<file path="src/cell_surface_depth_and_et_split_defines.svh">
// assertion macros for the surface depth and et split block
`ifndef CELL_SURFACE_DEPTH_AND_ET_SPLIT_DEFINES_SVH
`define CELL_SURFACE_DEPTH_AND_ET_SPLIT_DEFINES_SVH

`ifndef NO_ASSERTIONS
// property checked on every rising clock edge outside reset
`define CSD_ASSERT(lbl, prop) \
  lbl: assert property (@(posedge clk_i) disable iff (!rst_ni) prop) \
    else $error("csd: property failed");
// condition that must never be seen outside reset
`define CSD_ASSERT_NEVER(lbl, cond) \
  lbl: assert property (@(posedge clk_i) disable iff (!rst_ni) !(cond)) \
    else $error("csd: forbidden condition seen");
`else
`define CSD_ASSERT(lbl, prop)
`define CSD_ASSERT_NEVER(lbl, cond)
`endif

`endif

</file>
<file path="src/csd_pkg.sv">
package csd_pkg;

  // field widths
  localparam int QW       = 32;
  localparam int AreaW    = 31;
  localparam int DepW     = 21;
  localparam int FracW    = 16;
  localparam logic [DepW-1:0] DepReset = 21'd6554;

  // divider: |volume| shifted by the fraction width, one quotient bit per stage
  localparam int DivNumW  = QW + FracW;
  localparam int DivSteps = DivNumW;
  localparam int QuotW    = DivNumW + 1;

  // square root of 2*D*s, s at most D/2
  localparam int SHalfW    = DepW - 1;
  localparam int ProdW     = SHalfW + DepW + 1;
  localparam int SqrtSteps = (ProdW + 1) / 2;
  localparam int SqrtInW   = 2 * SqrtSteps;
  localparam int SqrtRemW  = SqrtSteps + 3;
  localparam int PadLen    = DivSteps - SqrtSteps;

  localparam int CurveW  = QW + 1;
  localparam int SumW    = QuotW + 3;
  localparam int Latency = DivSteps + 4;

  typedef enum logic [3:0] {
    CurvePass   = 4'b0001,
    CurveZero   = 4'b0010,
    CurveSqrt   = 4'b0100,
    CurveLinear = 4'b1000
  } curve_mode_e;

  // per-item data that rides alongside the divider
  typedef struct packed {
    curve_mode_e               mode;
    logic signed [CurveW-1:0]  alt;
    logic signed [QW-1:0]      gw;
    logic [AreaW-1:0]          depth;
    logic [AreaW-1:0]          dinf;
    logic [AreaW-1:0]          rzd;
    logic [QW-1:0]             evap;
    logic [QW-1:0]             transp;
    logic                      last;
    logic [DepW-1:0]           dep;
  } side_t;

  function automatic logic signed [QW-1:0] sat32(input logic signed [SumW-1:0] v);
    logic signed [SumW-1:0] hi;
    logic signed [SumW-1:0] lo;
    hi = SumW'(32'sh7fffffff);
    lo = -(SumW'(64'sh80000000));
    if (v > hi) return 32'sh7fffffff;
    else if (v < lo) return 32'sh80000000;
    else return v[QW-1:0];
  endfunction

endpackage

</file>
<file path="src/csd_sqrt.sv">
module csd_sqrt (
  input  logic                             clk_i,
  input  logic [csd_pkg::SqrtInW-1:0]      rad_i,
  output logic [csd_pkg::SqrtSteps-1:0]    root_o
);
  import csd_pkg::*;

  logic [SqrtRemW-1:0]  rem_q  [SqrtSteps];
  logic [SqrtSteps-1:0] root_q [SqrtSteps];
  logic [SqrtInW-1:0]   rad_q  [SqrtSteps];

  // digit-by-digit integer square root, one root bit per stage
  for (genvar k = 0; k < SqrtSteps; k++) begin : g_stage
    logic [SqrtRemW-1:0]  rem_in;
    logic [SqrtSteps-1:0] root_in;
    logic [SqrtInW-1:0]   rad_in;
    logic [SqrtRemW-1:0]  rem_t;
    logic [SqrtRemW-1:0]  trial;
    logic                 take;

    if (k == 0) begin : g_first
      assign rem_in  = '0;
      assign root_in = '0;
      assign rad_in  = rad_i;
    end else begin : g_next
      assign rem_in  = rem_q[k-1];
      assign root_in = root_q[k-1];
      assign rad_in  = rad_q[k-1];
    end

    assign rem_t = {rem_in[SqrtRemW-3:0], rad_in[SqrtInW-1:SqrtInW-2]};
    assign trial = {1'b0, root_in, 2'b01};
    assign take  = (rem_t >= trial);

    always_ff @(posedge clk_i) begin
      rem_q[k]  <= take ? (rem_t - trial) : rem_t;
      root_q[k] <= {root_in[SqrtSteps-2:0], take};
      rad_q[k]  <= {rad_in[SqrtInW-3:0], 2'b00};
    end
  end

  assign root_o = root_q[SqrtSteps-1];

endmodule

</file>
<file path="config.mk">
export PLATFORM = sky130hd
export DESIGN_NAME = csd_sqrt
export DESIGN_NICKNAME = d
export VERILOG_FILES = /design/src/cell_surface_depth_and_et_split_defines.svh /design/src/csd_pkg.sv /design/src/csd_sqrt.sv
export SDC_FILE = /design/constraint.sdc
export NUM_CORES = 1
export LEC_CHECK = 0
export BUFFER_PORTS_ARGS = -buffer_cell sky130_fd_sc_hd__buf_2
export CORE_MARGIN = 2
export CORE_UTILIZATION = 39
export DETAILED_ROUTE_END_ITERATION = 6
export GPL_TIMING_DRIVEN = 0
export SLEW_MARGIN = 20
export SYNTH_ARGS = -nofsm -noshare
export SYNTH_HDL_FRONTEND = slang
export SYNTH_SLANG_ARGS = --single-unit
</file>
<file path="constraint.sdc">
create_clock -name clk_i -period 7.9 [get_ports clk_i]
set_input_delay 0 -clock clk_i [delete_from_list [all_inputs] [get_ports clk_i]]
set_output_delay 0 -clock clk_i [all_outputs]
set_load 0.005 [all_outputs]
</file>
== Word level (Yosys, flattened, before mapping) ==
Memories as Yosys holds them, arrays and structs flattened.
Index checks and enable logic that the tools add are counted.

* Flip-flop bits (word level): 0
* Bits in writable memories: 1,785
* Input port bits: 43
* Output and inout bits: 21
* Logic and storage cells: 66
* Memories kept: 3

{| class="wikitable"
|+ Memory list
! name !! words !! bits a word !! read ports !! clocked after memory_dff !! write ports !! line !! source
|-
| rad_q || 21 || 40 || 20 || 0 || 21 || csd_sqrt.sv:10 || <nowiki>logic [SqrtInW-1:0] rad_q [SqrtSteps];</nowiki>
|-
| rem_q || 21 || 24 || 20 || 0 || 21 || csd_sqrt.sv:8 || <nowiki>logic [SqrtRemW-1:0] rem_q [SqrtSteps];</nowiki>
|-
| root_q || 21 || 21 || 21 || 0 || 21 || csd_sqrt.sv:9 || <nowiki>logic [SqrtSteps-1:0] root_q [SqrtSteps];</nowiki>
|}

* $add $sub $neg: 21
* Magnitude comparators: 21
* Multiplexer cells: 21

{| class="wikitable"
|+ Operators with widths
! kind !! number
|-
| $mux 24 || 21
|-
| $ge 24x23->1 || 20
|-
| $sub 24x23->24 || 20
|-
| $sub 2x1->3 const B || 1
|-
| $ge 2x1->1 const B || 1
|}

== Logic depth before layout (Yosys ltp) ==
Gate-level depths: netlist of the first run.
An unclocked memory read counts as a cell.

* Word-level depth: 3
* Depth in mapped cells: 13

== Worst setup path after synthesis of the first run ==
OpenSTA, ideal clock, no wires.

* Kind: register -> register
* Start: memory root_q[2][12] (netlist bit)
* End: memory rem_q[4][33] (netlist bit)
* Library setup time: 0.121 ns
* Arrival time: 2.765 ns
* Data required time: 7.779 ns
* Setup slack: 5.014 ns
* Stages on the path, launching flop included: 11
* Path buffers: 2
* Clock period less this slack: 2.886 ns
* Path through: dfxtp_1 inv_1 ha_1 buf_2 nand3_1 or3_1 o31a_1 o31a_1 o311ai_2 buf_2 mux2_2

{| class="wikitable"
|+ RTL lines
! item !! line
|-
| start, declared || csd_sqrt.sv:9
|-
| end, declared || csd_sqrt.sv:8
|}

==> impl_metrics.env, run 1 <==
export IMPL_status="finished, final reports clean"
export IMPL_die_h_um=318
export IMPL_yosys_area_share_simple_pct=12.4
export IMPL_initialDrtViolationCount=1450
export IMPL_portBuffers=63
export IMPL_fin_nets=4304
export IMPL_synthArstFlopShare_pct=0
export IMPL_synth_compound_area_share_pct=12.2
export IMPL_grt_pass1_vias=24900
export IMPL_hold_class="input pin to flop"
export IMPL_synth_avg_cell_area_um2=10.2
export IMPL_clock_sinks=1063
export IMPL_start_util_pct=39.2
export IMPL_grt_use_met3_pct=3.02
export IMPL_drt_first_pass_iters=5
export IMPL_drc=0
export IMPL_cts_made_buffers=105
export IMPL_synth_cell_type_count=81
export IMPL_fin_crit_sh_pct=50.9
export IMPL_p_comb_share_pct=18.3
export IMPL_max_freq_ghz=0.249
export IMPL_ir_drop_mv=0.212
export IMPL_grt_use_met2_pct=23.8
export IMPL_postSynthCellCount=3754
export IMPL_synth_adder_area_share_pct=8.24
export IMPL_cts_tree="built"
export IMPL_dp_final_hpwl_um=54800
export IMPL_insertion_delay_ns=0.72
export IMPL_synthMuxAreaShare_pct=1.01
export IMPL_synth_seq_area_share_pct=55.4
export IMPL_synth_edf_count=0
export IMPL_layout_commonest_cell="dfxtp_1"
export IMPL_htree_levels=3
export IMPL_synth_area_leaders="dfxtp_1 (55%), ha_1 (8.2%), xor2_1 (3.7%)"
export IMPL_relSlewSlack_pct=43.5
export IMPL_viasPerCell=4.79
export IMPL_wirelength_um=73600
export IMPL_hold_viol=0
export IMPL_coreArea_um2=98000
export IMPL_power_density_nw_per_um2=332
export IMPL_synth_seq_cells=1063
export IMPL_worst_slew_pin_slew_ns=0.834
export IMPL_final_setup_tns_ns=0
export IMPL_clockBufferDepth=3
export IMPL_cap_violations=0
export IMPL_end_kind="flop"
export IMPL_syn_cell_area_um2=38400
export IMPL_synth_top_cell_by_area="dfxtp_1"
export IMPL_grt_usage_pct=14.5
export IMPL_wire_per_inst_um=13.7
export IMPL_synth_top_family_by_area="simple AND/OR/NAND/NOR gates"
export IMPL_path_clk_slew_ns=0.06
export IMPL_cp_max_fo=10
export IMPL_syn_nets=4050
export IMPL_dieArea_um2=101000
export IMPL_synth_main_ff_cell="dfxtp_1"
export IMPL_worstPathRequired_ns=8.47
export IMPL_vias=25800
export IMPL_grt_busiest_layer="met2"
export IMPL_final_cell_mix="dfxtp_1 (1063), inv_1 (309), nand2_1 (259)"
export IMPL_p_sw_share_pct=28.4
export IMPL_design_portCount=64
export IMPL_regToRegSetupSlack_ns=3.88
export IMPL_p_sw_mw=4.23
export IMPL_grt_max_degree=19
export IMPL_drive_above_1_share_pct=7.64
export IMPL_synth_top_area_share_pct=55.4
export IMPL_cp_slowest_stage_delay_ns=0.66
export IMPL_n_antenna_cell=0
export IMPL_holdWs_ns=0.0917
export IMPL_crit_path_cell_trace="inv_1 > ha_1 > o21ai_0 > a21oi_1 > o32ai_1 > o22ai_1 > a22oi_1 > and4b_1 > clkbuf_1 > clkbuf_1 > inv_1"
export IMPL_use_met1_pct=19.0
export IMPL_cp_arrival_ns=4.59
export IMPL_finalNonFillerCells=5385
export IMPL_ant_nets=0
export IMPL_crit_slowest_cell="o32ai_1"
export IMPL_worstSetupStartpointType="flop"
export IMPL_drv_slew=0
export IMPL_setup_viol=0
export IMPL_die_w_um=318
export IMPL_rsz0062_at_grt="no"
export IMPL_critical_path_class="flop to flop"
export IMPL_min_period_ns=4.02
export IMPL_clock_root_buffer="clkbuf_16"
export IMPL_clock_skew_ns=0.0468
export IMPL_p_leak_nw=20.8
export IMPL_pwr_share_clk_pct=35.2
export IMPL_antenna_found_initial=0
export IMPL_p_int_mw=10.7
export IMPL_cts_repair_resized=0
export IMPL_synth_xor_area_share_pct=7.11
export IMPL_num_rows=115
export IMPL_pwr_share_seq_pct=46.5
export IMPL_area_growth_pct=17.1
export IMPL_place_inst=5104
export IMPL_gp_congestion=0.885
export IMPL_grt_pass1_wl_um=122000
export IMPL_grt_overflow=0
export IMPL_yosys_warnings=0
==> kinds of logic after synthesis <==
| kind of cell | after synthesis |
|---|---|
| buffers and inverters | 370 |
| muxes | 35 |
| other | 1 |
| and+or+nand+nor | 962 |
| adders and majority gates | 253 |
| xor gates and xnor gates | 312 |
| DFF | 1063 |
| AOI/OAI and AO/OA | 758 |
==> worst max-delay path, delay by kind of cell, from the launching register on <==
kind / cells / cell delay [ns]
compound gates: 5 / 1.65
buf+inv: 4 / 1.22
flops: 1 / 0.36
fa+ha+maj: 1 / 0.33
simple gates: 1 / 0.32
==> cells in the mapped netlist, types with 19 or more instances <==
cell type / n
nor2b_1: 38
xor2_1: 161
nor2_1: 235
clkbuf_1: 51
o31ai_1: 26
ha_1: 253
nand3_1: 56
nand4_1: 35
or2_2: 20
a211oi_1: 22
mux2_2: 30
nand2b_1: 65
xnor2_1: 151
nor4_1: 45
a21oi_1: 208
nand2_1: 259
nor3_1: 84
inv_1: 309
a21o_1: 70
o21ai_0: 229
or3_1: 33
and3_1: 19
dfxtp_1: 1063
o21a_1: 55
==> state kept, by name, indices dropped and copies added, names as in the netlist <==
signal and flops:
rad_q 420, root_q 231, rem_q 412
==> per-layer routing <==
| layer | share of wire (%) | vias to the layer above | wire length [µm] |
|---|---|---|---|
| met3 | 5.6 | 130 | 4100 |
| met1 | 47 | 11800 | 34500 |
| met4 | 2.5 | 0 | 1810 |
| met2 | 45 | 539 | 33100 |
| met5 | 0 | - | 0 |
| li1 | - | 13300 | - |
==> per-stage QoR <==
step / cell area (µm²) / total power [mW] / worst slack, ns / util [%]
2_1_floorplan: 38400 / 8.98 / 5.01 / -
3_3_place_gp: 40300 / 9.72 / 3.96 / 41.2
3_5_place_dp: 40300 / 9.75 / 3.95 / 41.2
4_1_cts: 45000 / 15.1 / 3.95 / 45.9
5_1_grt: 45000 / 15.8 / 3.58 / 45.9
6_report: 45000 / 14.9 / 3.88 / 45.9
==> power by group through the flow <==
stage               combinational (mW)  sequential, mW  clock [mW]
global placement                  2.65            7.06           0
detailed placement                2.68            7.07           0
CTS                               2.73            6.96        5.43
global route                      3.10            7.06        5.67
floorplan                         2.14            6.84           0
finish                            2.73            6.94        5.25
==> what timing repair did <==
item	CTS	global route
endpoints found under the hold margin	43	0
endpoints found under the setup margin	0	0
setup buffers	0	0
hold buffers	84	0
==> final timing paths <==
kind,startpoint,depth (start not counted),endpoint
hold / removal,rad_i[40],3,root_q[0][0]
setup / recovery,root_q[2][22],11,root_q[2][42]
hold reg to reg,rad_q[0][22],0,rad_q[0][64]
setup reg to reg,root_q[2][22],11,root_q[2][42]
==> layout make-up <==
| type | count | area (µm²) |
|---|---|---|
| fill | 9110 | 53000 |
| sequential | 1063 | 21300 |
| multi-input combinational | 2321 | 15700 |
| clock buffer | 134 | 2880 |
| tap | 1287 | 1610 |
| inverter | 310 | 1160 |
| timing repair buffer | 147 | 1160 |
| clock inverter | 63 | 937 |
| buffer | 60 | 238 |
Note: power is estimated with default switching activity, not from simulation.
==> inputs of run 2 (changes only) <==
Settings changed: ABC_AREA from default to 1.
Clock period 7.9 ns to 4.05 ns, I/O delays scaled along.
==> run 2 against run 1 <==
Effect of this change: clock-buffer cell count is 12 higher; critical path depth down 1; sequential power is 100% higher; setup slack worse by 2.2 ns; largest power group unchanged.
==> impl_metrics.env, run 2 <==
export IMPL_status="finished, final reports clean"
export IMPL_critical_path_class="flop to flop"
export IMPL_yosys_area_share_simple_pct=29.5
export IMPL_grt_pass1_wl_um=185000
export IMPL_initialDrtViolationCount=2624
export IMPL_synth_edf_count=0
export IMPL_synth_compound_area_share_pct=5.29
export IMPL_insertion_delay_ns=0.73
export IMPL_synth_top_area_share_pct=46.0
export IMPL_drt_first_pass_iters=6
export IMPL_portBuffers=63
export IMPL_clockBufferDepth=3
export IMPL_cap_violations=0
export IMPL_top_regs="rad_q: 420 flops, rem_q: 412 flops, root_q: 231 flops"
export IMPL_wirelength_um=116000
export IMPL_cts_tree="built"
export IMPL_final_cell_mix="nand2_1 (2030), dfxtp_1 (1063), inv_1 (1025)"
export IMPL_crit_slowest_cell="dfxtp_1"
export IMPL_drv_slew=0
export IMPL_setup_ws_ns=1.69
export IMPL_synth_seq_area_share_pct=46.0
export IMPL_relSlewSlack_pct=52.2
export IMPL_path_clk_slew_ns=0.06
export IMPL_start_util_pct=39.2
export IMPL_cts_made_buffers=106
export IMPL_largest_reg_flops=420
export IMPL_cp_max_fo=10
export IMPL_gp_congestion=0.933
export IMPL_synth_seq_cells=1063
export IMPL_fin_nets=6821
export IMPL_end_kind="flop"
export IMPL_synth_common_cells="nand2_1 (2030), dfxtp_1 (1063), inv_1 (1025)"
export IMPL_grt_usage_pct=18.9
export IMPL_min_period_ns=2.36
export IMPL_path_delay_family="flip-flops"
export IMPL_syn_nets=6565
export IMPL_cp_num_buf_inv=3
export IMPL_hold_class="flop to flop"
export IMPL_area_growth_pct=14.8
export IMPL_vias=37800
export IMPL_cts_repair_resized=0
export IMPL_cp_arrival_ns=2.92
export IMPL_drc=0
export IMPL_dieArea_um2=121000
export IMPL_final_setup_tns_ns=0
export IMPL_synth_top_family_by_area="simple AND/OR/NAND/NOR gates"
export IMPL_num_rows=126
export IMPL_grt_overflow=0
export IMPL_power_density_nw_per_um2=615
export IMPL_htree_levels=3
export IMPL_dpl_worst_slack_ns=1.68
export IMPL_hold_viol=0
export IMPL_design_portCount=64
export IMPL_synthArstFlopShare_pct=0
export IMPL_ant_nets=0
export IMPL_ir_drop_mv=0.476
export IMPL_fin_crit_sh_pct=58.3
export IMPL_die_w_um=348
export IMPL_holdWs_ns=0.311
export IMPL_layout_commonest_cell="nand2_1"
export IMPL_place_inst=7868
export IMPL_synth_area_leaders="dfxtp_1 (46%), nand2_1 (16%), inv_1 (8.3%)"
export IMPL_syn_cell_area_um2=46300
export IMPL_synth_main_ff_cell="dfxtp_1"
export IMPL_dp_final_hpwl_um=92100
export IMPL_coreArea_um2=118000
export IMPL_largest_register="rad_q"
export IMPL_n_antenna_cell=0
export IMPL_max_freq_ghz=0.423
export IMPL_worstPathRequired_ns=4.61
export IMPL_clock_skew_ns=0.0672
export IMPL_viasPerCell=4.64
export IMPL_yosys_warnings=0
export IMPL_finalNonFillerCells=8152
export IMPL_rsz0062_at_grt="no"
export IMPL_yosysMostFrequentCell="nand2_1"
export IMPL_p_leak_nw=27.8
export IMPL_synth_top_cell_by_area="dfxtp_1"
export IMPL_synthMuxAreaShare_pct=0
export IMPL_worst_slew_pin_slew_ns=0.710
export IMPL_setup_viol=0
export IMPL_drive_above_1_share_pct=6.36
export IMPL_worstSetupStartpointType="flop"
export IMPL_antenna_found_initial=1
export IMPL_grt_pass1_vias=35900
export IMPL_synth_cell_type_count=52
export IMPL_postSynthCellCount=6269
export IMPL_cp_slowest_stage_delay_ns=0.60
export IMPL_grt_max_degree=19
export IMPL_clock_root_buffer="clkbuf_16"
export IMPL_wire_per_inst_um=14.2
export IMPL_crit_path_frequent_cell="nand2_1"
export IMPL_die_h_um=348
export IMPL_synth_adder_area_share_pct=6.84
export IMPL_synth_xor_area_share_pct=2.97
export IMPL_synth_avg_cell_area_um2=7.38
export IMPL_clock_sinks=1063
export IMPL_crit_path_cell_trace="inv_1 > ha_1 > o21ai_2 > nand2_1 > nand2_1 > nand2_1 > nand3_2 > inv_2 > buf_6 > a21oi_1"
## run 2: path summary, 6_finish.rpt
| kind | from | to | slack, ns | cells past startpoint |
|---|---|---|---|---|
| worst max-delay path | rad_q[1][238] | rem_q[3][66] | 1.69 | 10 |
| worst min-delay path | rad_q[1][16] | rad_q[1][58] | 0.31 | 0 |
| worst max register to register | rad_q[1][238] | rem_q[3][66] | 1.69 | 10 |
| worst min register to register | rad_q[1][16] | rad_q[1][58] | 0.31 | 0 |
## run 2: power breakdown
group	switching [mW]	total (mW)	internal, mW
Clock	4.22	10.2	5.94
Sequential	1.49	13.9	12.4
Combinational	5.61	8.64	3.03
Total	11.3	32.7	21.4
## run 2: stage by stage
step | area (µm²) | total power [mW] | utilization [%]
after floorplan | 46300 | 19.9 | -
after detailed placement | 48500 | 22.6 | 41.1
final | 53100 | 32.7 | 45.1
after global placement | 48500 | 22.6 | 41.1
after CTS | 53100 | 33.0 | 45.1
after global routing | 53100 | 34.9 | 45.1
## run 2: routing by layer
layer | share of wire (%) | vias up | track usage, % | wire [µm]
li1 | - | 19900 | - | -
met1 | 47 | 16900 | 25.0 | 54000
met3 | 5.1 | 151 | 2.89 | 5840
met4 | 2.1 | 0 | 5.01 | 2460
met5 | 0 | - | 0 | 0
met2 | 46 | 871 | 32.0 | 53300
## run 2: cells by family (layout without fill, tap and decap cells)
family                     after synthesis  after routing
xor gates and xnor gates               157            157
and+or+nand+nor                       3254           3254
buffers and inverters                 1087           1434
AOI/OAI and AO/OA                      454            454
DFF                                   1063           1063
adders and majority gates              253            253
other                                    1              1
## run 2: worst reg2reg max path: stages, from the launching register on
cell and delay [ns]:
dfxtp_1 0.60, inv_1 0.10, ha_1 0.29, o21ai_2 0.23
nand2_1 0.07, nand2_1 0.14, nand2_1 0.12, nand3_2 0.11
inv_2 0.10, buf_6 0.16, a21oi_1 0.30
## run 2: final cells by class
type                    count  area [µm²]
flip-flops and latches   1063       21300
fillers                 12000       64800
plain buffers              46         432
clock buffers             146        3020
multi-input cells        4119       20600
clock inverters            53         743
inverters                1041        3920
repair buffers            148        1170
well taps                1536        1920
## run 2: what timing repair did
action	CTS	global route
hold buffers	85	0
endpoints found under the hold margin	43	0
buffers inserted	0	0
